--- config.mk ---
export PLATFORM = sky130hd
export DESIGN_NAME = dedup_move_to_back_queue_unit_flat
export DESIGN_NICKNAME = d
export VERILOG_FILES = /design/src/rtl/core/dmq_pkg.sv /design/src/rtl/core/dmq_if.sv /design/src/rtl/core/dmq_store.sv /design/src/rtl/core/dedup_move_to_back_queue_unit.sv /design/src/flat_wrapper.sv
export SDC_FILE = /design/constraint.sdc
export NUM_CORES = 1
export LEC_CHECK = 0
export ABC_AREA = 1
export BUFFER_PORTS_ARGS = -buffer_cell sky130_fd_sc_hd__clkbuf_2
export CORE_UTILIZATION = 55
export CTS_BUF_LIST = sky130_fd_sc_hd__clkbuf_16
export DETAILED_ROUTE_END_ITERATION = 7
export GPL_ROUTABILITY_DRIVEN = 0
export GPL_TIMING_DRIVEN = 0
export PLACE_DENSITY = 0.72
export SYNTH_ARGS = -nofsm -noshare
export SYNTH_HDL_FRONTEND = slang
export SYNTH_SLANG_ARGS = --single-unit
--- constraint.sdc ---
create_clock -name clk -period 8.69 [get_ports clk]
set_input_delay 1.3035 -clock clk [delete_from_list [all_inputs] [get_ports clk]]
set_output_delay 1.3035 -clock clk [all_outputs]
set_load 0.01 [all_outputs]
--- src/rtl/core/dmq_pkg.sv ---
`default_nettype none

package dmq_pkg;

    // Storage geometry
    localparam int DEPTH    = 8;
    localparam int KEY_BITS = 64;

    // Fixed field widths of the channels
    localparam int KEY_W  = 64;
    localparam int HPOS_W = 3;
    localparam int OCC_W  = 4;
    localparam int CAP_W  = 4;

    localparam int CAP_RESET = 8;

    // Derived widths
    localparam int IDX_W = (DEPTH > 1) ? $clog2(DEPTH) : 1;
    localparam int CNT_W = $clog2(DEPTH + 1);

    typedef logic [KEY_BITS-1:0] key_t;
    typedef logic [IDX_W-1:0]    idx_t;
    typedef logic [CNT_W-1:0]    cnt_t;

    // One cycle's access to the entry store
    typedef struct packed {
        logic we;
        idx_t waddr;
        key_t wdata;
        idx_t raddr;
    } mem_req_t;

    typedef enum logic [2:0] {
        ST_IDLE,
        ST_READ,
        ST_CMP,
        ST_SH_READ,
        ST_SH_WRITE,
        ST_APPEND,
        ST_DONE
    } state_t;

endpackage

`default_nettype wire

--- src/rtl/core/dmq_if.sv ---
`default_nettype none

interface dmq_req_if;
    logic                     valid;
    logic                     ready;
    logic [dmq_pkg::KEY_W-1:0] key;

    modport source (output valid, output key, input ready);
    modport sink   (input valid, input key, output ready);
endinterface

interface dmq_res_if;
    logic                      valid;
    logic                      ready;
    logic                      hit;
    logic [dmq_pkg::HPOS_W-1:0] hit_position;
    logic                      evicted;
    logic [dmq_pkg::KEY_W-1:0]  evicted_key;
    logic [dmq_pkg::OCC_W-1:0]  occupancy;

    modport source (output valid, output hit, output hit_position, output evicted,
                    output evicted_key, output occupancy, input ready);
    modport sink   (input valid, input hit, input hit_position, input evicted,
                    input evicted_key, input occupancy, output ready);
endinterface

`default_nettype wire

--- src/rtl/core/dmq_store.sv ---
`default_nettype none

module dmq_store (
    input  wire logic              clk,
    input  wire dmq_pkg::mem_req_t mem_req,
    output dmq_pkg::key_t          rdata
);

    dmq_pkg::key_t mem [dmq_pkg::DEPTH];

    // Write port
    always_ff @(posedge clk)
    begin
        if (mem_req.we)
        begin
            mem[mem_req.waddr] <= mem_req.wdata;
        end
    end

    // Registered read port
    always_ff @(posedge clk)
    begin
        rdata <= mem[mem_req.raddr];
    end

endmodule

`default_nettype wire

--- src/rtl/core/dedup_move_to_back_queue_unit.sv ---
`default_nettype none

// Recency list of up to DEPTH keys, oldest at the head. Each request key is
// compared against the stored entries one at a time by a single comparator,
// reading the entry memory through its one registered read port. A hit
// removes the matching entry, a miss with the list at capacity evicts the
// head; in both cases the entries behind close the gap one at a time
// (read, then write back one place closer to the head), and the key is then
// appended at the tail. An item is accepted, each entry is compared, the
// entries behind are moved, the key is appended and the result finishes. A
// hit stops the search at its position and moves the entries behind it; a
// miss that evicts compares every entry and moves all but the head. The
// finish state also waits while the previous result has not been taken.
// The request channel is not ready while an item is in progress; a finished
// result sits in an output register until taken and the next request is
// accepted meanwhile. The user must write the capacity register through
// cfg_write_en and cfg_write_data only while idle; the block itself does
// not enforce this. Capacity 0 or above DEPTH means DEPTH. A capacity
// lowered below the current count evicts only the head on a miss.
module dedup_move_to_back_queue_unit (
    input  wire logic                        clk,
    input  wire logic                        rst_n,
    input  wire logic                        cfg_write_en,
    input  wire logic [dmq_pkg::CAP_W-1:0]   cfg_write_data,
    dmq_req_if.sink                          request,
    dmq_res_if.source                        result
);

    dmq_pkg::state_t   state_reg, state_next;
    dmq_pkg::key_t     key_reg, key_next;
    dmq_pkg::key_t     head_reg, head_next;
    dmq_pkg::idx_t     idx_reg, idx_next;
    dmq_pkg::idx_t     pos_reg, pos_next;
    dmq_pkg::cnt_t     count_reg, count_next;
    logic              found_reg, found_next;
    logic              ev_reg, ev_next;
    logic [dmq_pkg::CAP_W-1:0] cap_reg;

    logic              out_valid_reg, out_valid_next;
    logic              out_hit_reg, out_hit_next;
    logic [dmq_pkg::HPOS_W-1:0] out_hpos_reg, out_hpos_next;
    logic              out_ev_reg, out_ev_next;
    dmq_pkg::key_t     out_evkey_reg, out_evkey_next;
    dmq_pkg::cnt_t     out_occ_reg, out_occ_next;

    dmq_pkg::mem_req_t mem_req;
    dmq_pkg::key_t     rdata;

    dmq_pkg::cnt_t     eff_cap;
    dmq_pkg::cnt_t     idx_inc;
    logic              match;
    logic              more_search;
    logic              more_shift;
    logic              accept;
    logic              out_free;

    dmq_store u_store (
        .clk     (clk),
        .mem_req (mem_req),
        .rdata   (rdata)
    );

    // Capacity 0 or beyond the storage means the full depth
    always_comb
    begin
        if (cap_reg == '0 || 32'(cap_reg) > dmq_pkg::DEPTH)
        begin
            eff_cap = dmq_pkg::CNT_W'(dmq_pkg::DEPTH);
        end
        else
        begin
            eff_cap = dmq_pkg::CNT_W'(cap_reg);
        end
    end

    // The shared compare and index step
    assign match       = (rdata == key_reg);
    assign idx_inc     = dmq_pkg::CNT_W'(idx_reg) + dmq_pkg::CNT_W'(1);
    assign more_search = (idx_inc < count_reg);
    assign more_shift  = ((idx_inc + dmq_pkg::CNT_W'(1)) < count_reg);

    // Take a new request only while idle
    assign request.ready = (state_reg == dmq_pkg::ST_IDLE);

    assign accept   = request.valid && request.ready;
    assign out_free = !out_valid_reg || result.ready;

    // Next state
    always_comb
    begin
        state_next = state_reg;
        case (state_reg)
            dmq_pkg::ST_IDLE:
            begin
                if (accept)
                begin
                    state_next = (count_reg == '0) ? dmq_pkg::ST_APPEND : dmq_pkg::ST_READ;
                end
            end
            dmq_pkg::ST_READ:
            begin
                state_next = dmq_pkg::ST_CMP;
            end
            dmq_pkg::ST_CMP:
            begin
                if (match)
                begin
                    state_next = more_search ? dmq_pkg::ST_SH_READ : dmq_pkg::ST_APPEND;
                end
                else if (more_search)
                begin
                    state_next = dmq_pkg::ST_READ;
                end
                else if (count_reg >= eff_cap && count_reg > dmq_pkg::CNT_W'(1))
                begin
                    state_next = dmq_pkg::ST_SH_READ;
                end
                else
                begin
                    state_next = dmq_pkg::ST_APPEND;
                end
            end
            dmq_pkg::ST_SH_READ:
            begin
                state_next = dmq_pkg::ST_SH_WRITE;
            end
            dmq_pkg::ST_SH_WRITE:
            begin
                state_next = more_shift ? dmq_pkg::ST_SH_READ : dmq_pkg::ST_APPEND;
            end
            dmq_pkg::ST_APPEND:
            begin
                state_next = dmq_pkg::ST_DONE;
            end
            dmq_pkg::ST_DONE:
            begin
                if (out_free)
                begin
                    state_next = dmq_pkg::ST_IDLE;
                end
            end
            default:
            begin
                state_next = dmq_pkg::ST_IDLE;
            end
        endcase
    end

    // Outputs and datapath
    always_comb
    begin
        mem_req.we      = 1'b0;
        mem_req.waddr   = idx_reg;
        mem_req.wdata   = rdata;
        mem_req.raddr   = idx_reg;
        key_next        = key_reg;
        head_next       = head_reg;
        idx_next        = idx_reg;
        pos_next        = pos_reg;
        count_next      = count_reg;
        found_next      = found_reg;
        ev_next         = ev_reg;
        out_valid_next  = out_valid_reg && !result.ready;
        out_hit_next    = out_hit_reg;
        out_hpos_next   = out_hpos_reg;
        out_ev_next     = out_ev_reg;
        out_evkey_next  = out_evkey_reg;
        out_occ_next    = out_occ_reg;

        case (state_reg)
            dmq_pkg::ST_IDLE:
            begin
                if (accept)
                begin
                    key_next   = request.key[dmq_pkg::KEY_BITS-1:0];
                    idx_next   = '0;
                    pos_next   = '0;
                    found_next = 1'b0;
                    ev_next    = 1'b0;
                end
            end
            dmq_pkg::ST_CMP:
            begin
                if (idx_reg == '0)
                begin
                    head_next = rdata;
                end
                if (match)
                begin
                    found_next = 1'b1;
                    pos_next   = idx_reg;
                    // Last entry hit: nothing to move up
                    if (!more_search)
                    begin
                        count_next = count_reg - dmq_pkg::CNT_W'(1);
                    end
                end
                else if (more_search)
                begin
                    idx_next = idx_reg + dmq_pkg::IDX_W'(1);
                end
                else if (count_reg >= eff_cap)
                begin
                    // Evict the head and close the gap from position zero
                    ev_next  = 1'b1;
                    idx_next = '0;
                    if (count_reg <= dmq_pkg::CNT_W'(1))
                    begin
                        count_next = count_reg - dmq_pkg::CNT_W'(1);
                    end
                end
            end
            dmq_pkg::ST_SH_READ:
            begin
                mem_req.raddr = dmq_pkg::IDX_W'(idx_inc);
            end
            dmq_pkg::ST_SH_WRITE:
            begin
                mem_req.we    = 1'b1;
                mem_req.waddr = idx_reg;
                mem_req.wdata = rdata;
                if (more_shift)
                begin
                    idx_next = idx_reg + dmq_pkg::IDX_W'(1);
                end
                else
                begin
                    count_next = count_reg - dmq_pkg::CNT_W'(1);
                end
            end
            dmq_pkg::ST_APPEND:
            begin
                // Count is below the depth here after any removal
                mem_req.we    = 1'b1;
                mem_req.waddr = dmq_pkg::IDX_W'(count_reg);
                mem_req.wdata = key_reg;
                count_next    = count_reg + dmq_pkg::CNT_W'(1);
            end
            dmq_pkg::ST_DONE:
            begin
                if (out_free)
                begin
                    out_valid_next = 1'b1;
                    out_hit_next   = found_reg;
                    out_hpos_next  = dmq_pkg::HPOS_W'(pos_reg);
                    out_ev_next    = ev_reg;
                    out_evkey_next = ev_reg ? head_reg : '0;
                    out_occ_next   = count_reg;
                end
            end
            default:
            begin
            end
        endcase
    end

    // Control state
    always_ff @(posedge clk or negedge rst_n)
    begin
        if (!rst_n)
        begin
            state_reg     <= dmq_pkg::ST_IDLE;
            count_reg     <= '0;
            cap_reg       <= dmq_pkg::CAP_W'(dmq_pkg::CAP_RESET);
            out_valid_reg <= 1'b0;
        end
        else
        begin
            state_reg     <= state_next;
            count_reg     <= count_next;
            out_valid_reg <= out_valid_next;
            if (cfg_write_en)
            begin
                cap_reg <= cfg_write_data;
            end
        end
    end

    // Payload: hold between updates
    always_ff @(posedge clk)
    begin
        key_reg       <= key_next;
        head_reg      <= head_next;
        idx_reg       <= idx_next;
        pos_reg       <= pos_next;
        found_reg     <= found_next;
        ev_reg        <= ev_next;
        out_hit_reg   <= out_hit_next;
        out_hpos_reg  <= out_hpos_next;
        out_ev_reg    <= out_ev_next;
        out_evkey_reg <= out_evkey_next;
        out_occ_reg   <= out_occ_next;
    end

    assign result.valid        = out_valid_reg;
    assign result.hit          = out_hit_reg;
    assign result.hit_position = out_hpos_reg;
    assign result.evicted      = out_ev_reg;
    assign result.evicted_key  = dmq_pkg::KEY_W'(out_evkey_reg);
    assign result.occupancy    = dmq_pkg::OCC_W'(out_occ_reg);

endmodule

`default_nettype wire

--- src/flat_wrapper.sv ---
// flat-port wrapper written by rule: the top's interface ports become plain ports
module dedup_move_to_back_queue_unit_flat 
  (clk, rst_n, cfg_write_en, cfg_write_data, request_valid, request_key, request_ready, result_valid, result_hit, result_hit_position, result_evicted, result_evicted_key, result_occupancy, result_ready);
  dmq_req_if request_i ();
  dmq_res_if result_i ();
  input  wire logic clk;
  input  wire logic rst_n;
  input  wire logic cfg_write_en;
  input  wire logic [dmq_pkg::CAP_W-1:0] cfg_write_data;
  input wire logic [$bits(request_i.valid)-1:0] request_valid;
  input wire logic [$bits(request_i.key)-1:0] request_key;
  output wire logic [$bits(request_i.ready)-1:0] request_ready;
  output wire logic [$bits(result_i.valid)-1:0] result_valid;
  output wire logic [$bits(result_i.hit)-1:0] result_hit;
  output wire logic [$bits(result_i.hit_position)-1:0] result_hit_position;
  output wire logic [$bits(result_i.evicted)-1:0] result_evicted;
  output wire logic [$bits(result_i.evicted_key)-1:0] result_evicted_key;
  output wire logic [$bits(result_i.occupancy)-1:0] result_occupancy;
  input wire logic [$bits(result_i.ready)-1:0] result_ready;
  assign request_i.valid = request_valid;
  assign request_i.key = request_key;
  assign request_ready = request_i.ready;
  assign result_valid = result_i.valid;
  assign result_hit = result_i.hit;
  assign result_hit_position = result_i.hit_position;
  assign result_evicted = result_i.evicted;
  assign result_evicted_key = result_i.evicted_key;
  assign result_occupancy = result_i.occupancy;
  assign result_i.ready = result_ready;
  dedup_move_to_back_queue_unit u_core (.clk(clk), .rst_n(rst_n), .cfg_write_en(cfg_write_en), .cfg_write_data(cfg_write_data), .request(request_i), .result(result_i));
endmodule
==> results <==
- In this run the register-to-register setup slack is 5.07 ns.
- After detailed routing, the average wire length per cell comes to 21.4 µm.
- The share of Yosys cell area claimed by the top area cell type is 0.688.
- The portion of synthesized area spent on multiplexers is 0.000716.
- The width of the die is 241 µm.
- The number of global-route vias before repair is 20.4k.
- The leading register cell type out of synthesis is sky130_fd_sc_hd__edfxtp_1.
- Compared with the post-synthesis result, the final layout area differs by 15.1%.
- The path class of the tightest hold or removal check is reg -> reg.
- The run finished, with violations left.
- The simple-gate area share of the yosys netlist is 0.112.
- Dividing the final minimum period by the clock period gives 0.417.
- The deepest clock path buffer count is 3.
- On the final layout, the worst clock skew is 0.0354 ns.
- The total via count after detailed routing is 21.0k.
- TritonCTS built the clock tree.
- The overall die area is 0.0581 mm².
- The number of gates resized after cts is 0.
- Setup repair after global routing left no endpoint under its margin.
- The register cell area after layout is 0.0232 mm².
- The relative contribution of combinational cells to total power is 0.381.
- The worst path needs 3.62 ns of the cycle, external delays included.
- The post-placement cell count is 3609.
- The total routing resource utilization after global routing is 0.278.
- The worst stage delay on the critical path is 0.94 ns.
- The initialized floorplan defines 87 standard-cell rows.
- Of the total synthesized cell area, the portion taken by XOR and XNOR cells is 0.00561.
- The worst-case IR drop observed on VDD is 0.000254 V.
- For this run, design rule violations remaining after detail routing come to 1.
- The setup path with the least slack is of type reg -> reg.
- The gate count after technology mapping is 2683.
- The worst setup path is captured at a register.
- In this run the mean area of a mapped cell was 11.7 µm².
- The transition at the pin with the smallest max-transition slack is 1.47 ns.
- The number of nets at the end of the flow is 3025.
- The number of unique standard cell types used by synthesis is 33.
- The register with the most flip-flops in the final layout is u_core.u_store.mem.
- The part of the total power dissipated in sequential elements is 0.393.
- The startpoint of the worst hold path is u_core.pos_reg[0].
- Fill cells in the final layout number 4122.
- The post-detailed-route via-to-cell ratio is 5.59.
- The critical path startpoint is u_core.state_reg[0].
- Summing all multi-input logic gate instances after layout gives 0.00667 mm².
- The number of max-slew violations in the final report came to 0.
- The first-pass GRT wire length is 118 mm.
- The clock tree synthesis step divided the H-tree into 3 levels.
- In this run the remaining antenna-violating nets after routing total 0.
- The non-filler instance count after layout is 3755.
- Clock tree synthesis selected as its root buffer the cell sky130_fd_sc_hd__clkbuf_16.
- For the worst setup path, the data arrival time is 3.93 ns.
- In this run the count of I/O pins placed on the die edge is 148.
- The cell area that synthesis handed to floorplanning was 0.0314 mm².
- The number of endpoints failing setup at the final stage is 0.
- Power spread over the standard cell area amounts to 401 mW/mm².
- The number of antenna violations at the first check in global routing is 1.
- The clock share of power is 0.226.
- The internal power consumption is 8760 µW.
- The clock sink count is 797.
- The DRC violation total after the first TritonRoute iteration is 2459.
- The static leakage power is 0.0140 µW.
- The pin count of the biggest net entering global routing is 34.
- The core area is 0.0564 mm².
- The element type at the critical path start is a register.
- Buffers inserted during clock tree synthesis total 80.
- The switching power share of the total is 0.397.
- The starting density of the core is 0.558.
- By area, the combinational part of the netlist is dominated by simple AND/OR/NAND/NOR gates.
- The clock-pin transition on the worst setup and hold timing paths is 0.06 ns.
- The repair_antennas step left the layout with diodes totalling 0.
- The number of buffers and inverters on the critical path is 6.
- The global-route congestion overflow total is 0.
- The final reports fail on design-rule violations.
- Input and output buffers added on the ports amount to 147.
- On the critical path the largest part of the delay comes from simple AND/OR/NAND/NOR gates.
- The total count of hold-check failures in the final report is 0.
- Counting flops and latches in the post-synthesis netlist gives 797.
- The required time at the endpoint of the critical path is 9.00 ns.
- Counting flops with a built-in enable in the synthesized netlist gives 721.
- The number of warnings reported in the yosys synthesis log is 0.
- The register with the most flip-flops in the layout has 512 of them.
- Of the cells placed in the final design, the portion with a size suffix greater than 1 is 0.141.
- The worst pin sits at a relative slew slack of 0.0216.
- The compound-gate portion of the synthesized area is 0.0845.
- Of the total synthesized cell area, the portion taken by full adders, half adders and majority gates is 0.00676.
- The largest individual stage delay along the critical path comes from the cell sky130_fd_sc_hd__nor2_4.
- Sorting the synthesized cells by area gives the leading types as sky130_fd_sc_hd__edfxtp_1 (69%), sky130_fd_sc_hd__nor2_1 (5.4%), sky130_fd_sc_hd__nand2_1 (5.3%), sky130_fd_sc_hd__o21ai_0 (4.2%), sky130_fd_sc_hd__dfxtp_1 (4.1%).
- After synthesis, the share of flip-flops with an asynchronous set or reset is 0.0151.
- Traced cell by cell, the critical path runs through inv_1, nor2_1, inv_1, nor2_1, buf_2, buf_2, o21ai_0, nor2_4, buf_12, buf_12.
- The HPWL after detailed placement is 51.2 mm.
- The highest attainable clock frequency is 276 MHz.
- The total negative setup slack is 0 ns.
- The number of hold-repair buffers added at the cts stage is 0.
- From bottom edge to top edge, the die measures 241 µm.
- The launching point of the worst reg2reg path is u_core.state_reg[0].
- The number of nets handed over by synthesis was 2773.
- The clock latency reported for the late side of the worst-skew pair is 0.63 ns.
- The detailed-router iteration count before antenna repair is 8.
- The analysis attributes to net switching a power of 5760 µW.
- The share of the Yosys chip area taken by registers is 0.739.
- Max-cap violations in this run came to 0.
- Post-CTS timing repair inserted 0 buffers for setup.
- Of all nets on the critical path, the largest fanout is 24.
- After detailed routing, the total wire length is 80.3 mm.
- Summed over all instances, the cell type with the most area after synthesis is sky130_fd_sc_hd__edfxtp_1.
## Yosys cell counts, drive strengths merged (2+ instances only)
cell / number
mux2: 2
nand2: 448
dfxtp: 64
dfrtp: 11
a21oi: 7
nand4: 3
nor2: 456
ha: 17
nor3: 2
xnor2: 3
edfxtp: 721
xor2: 15
inv: 276
clkbuf: 40
o21ai: 515
nand3: 13
buf: 82
## kinds of logic (layout without fill, tap and decap cells)
| logic type | count (synthesis) | after routing |
|---|---|---|
| simple gates | 924 | 924 |
| flops | 797 | 797 |
| compound gates | 527 | 527 |
| buf+inv | 398 | 714 |
| xor+xnor | 18 | 18 |
| fa+ha+maj | 17 | 17 |
| mux | 2 | 2 |
## routing by layer
layer / part of all wire / track usage / vias up
met4: 0.031 / 0.0993 / 0
met2: 0.47 / 0.448 / 1154
met1: 0.40 / 0.377 / 10100
met3: 0.10 / 0.0581 / 171
met5: 0 / 0 / -
li1: - / - / 9580
## cell type report
class,count,share of cell area
clock inverters,63,0.0118
inverters,276,0.0286
repair buffers,170,0.0337
clock buffers,83,0.0574
well taps,756,0.0261
multi-input cells,1488,0.184
plain buffers,122,0.0164
flip-flops and latches,797,0.642
## layout by cell type (no fill, tap or decap), types with 11 or more instances in the layout
cell                          n
sky130_fd_sc_hd__clkbuf_2   148
sky130_fd_sc_hd__buf_4       16
sky130_fd_sc_hd__inv_1      249
sky130_fd_sc_hd__clkbuf_16   83
sky130_fd_sc_hd__nor2_4      11
sky130_fd_sc_hd__o21ai_0    266
sky130_fd_sc_hd__buf_12      20
sky130_fd_sc_hd__clkinv_2    15
sky130_fd_sc_hd__o21ai_1    248
sky130_fd_sc_hd__buf_2       60
sky130_fd_sc_hd__clkinv_1    16
sky130_fd_sc_hd__nand3_1     12
sky130_fd_sc_hd__xor2_1      14
sky130_fd_sc_hd__nand2_1    448
sky130_fd_sc_hd__nor2_1     445
sky130_fd_sc_hd__dfxtp_1     64
sky130_fd_sc_hd__edfxtp_1   721
sky130_fd_sc_hd__ha_1        17
sky130_fd_sc_hd__dfrtp_1     11
sky130_fd_sc_hd__inv_2       49
sky130_fd_sc_hd__clkbuf_1    39
## per-stage QoR
| step | utilization | power (µW) | hold WS, ns | worst slack [ns] | cell area, µm² |
|---|---|---|---|---|---|
| CTS | 0.642 | 14400 | 0.418 | 5.13 | 36200 |
| detailed placement | 0.598 | 11200 | 0.405 | 5.15 | 33700 |
| global placement | 0.588 | 10900 | 0.405 | 1.30 | 33100 |
| floorplan | - | 9140 | 0.400 | 3.79 | 31400 |
| global route | 0.642 | 15200 | 0.429 | 4.92 | 36200 |
| finish | 0.642 | 14500 | 0.418 | 5.07 | 36200 |
## final timing paths
kind / endpoint / depth (start not counted)
max in group asynchronous: u_core.cap_reg[3] / 1
setup reg to reg: u_core.u_store.mem[6][53] / 10
hold / removal: u_core.result.hit_position[0] / 0
min in group asynchronous: u_core.result.valid / 1
hold reg to reg: u_core.result.hit_position[0] / 0
setup / recovery: u_core.u_store.mem[6][53] / 10
## power by group through the flow
stage                     clock network [µW]  registers [µW]  logic, µW
after floorplan                            0            5690       3450
after global placement                     0            5820       5050
after detailed placement                   0            5760       5390
after CTS                               3310            5690       5440
after global routing                    3460            5750       6030
final                                   3290            5700       5530
No activity file was read; power rests on OpenSTA's default activity.
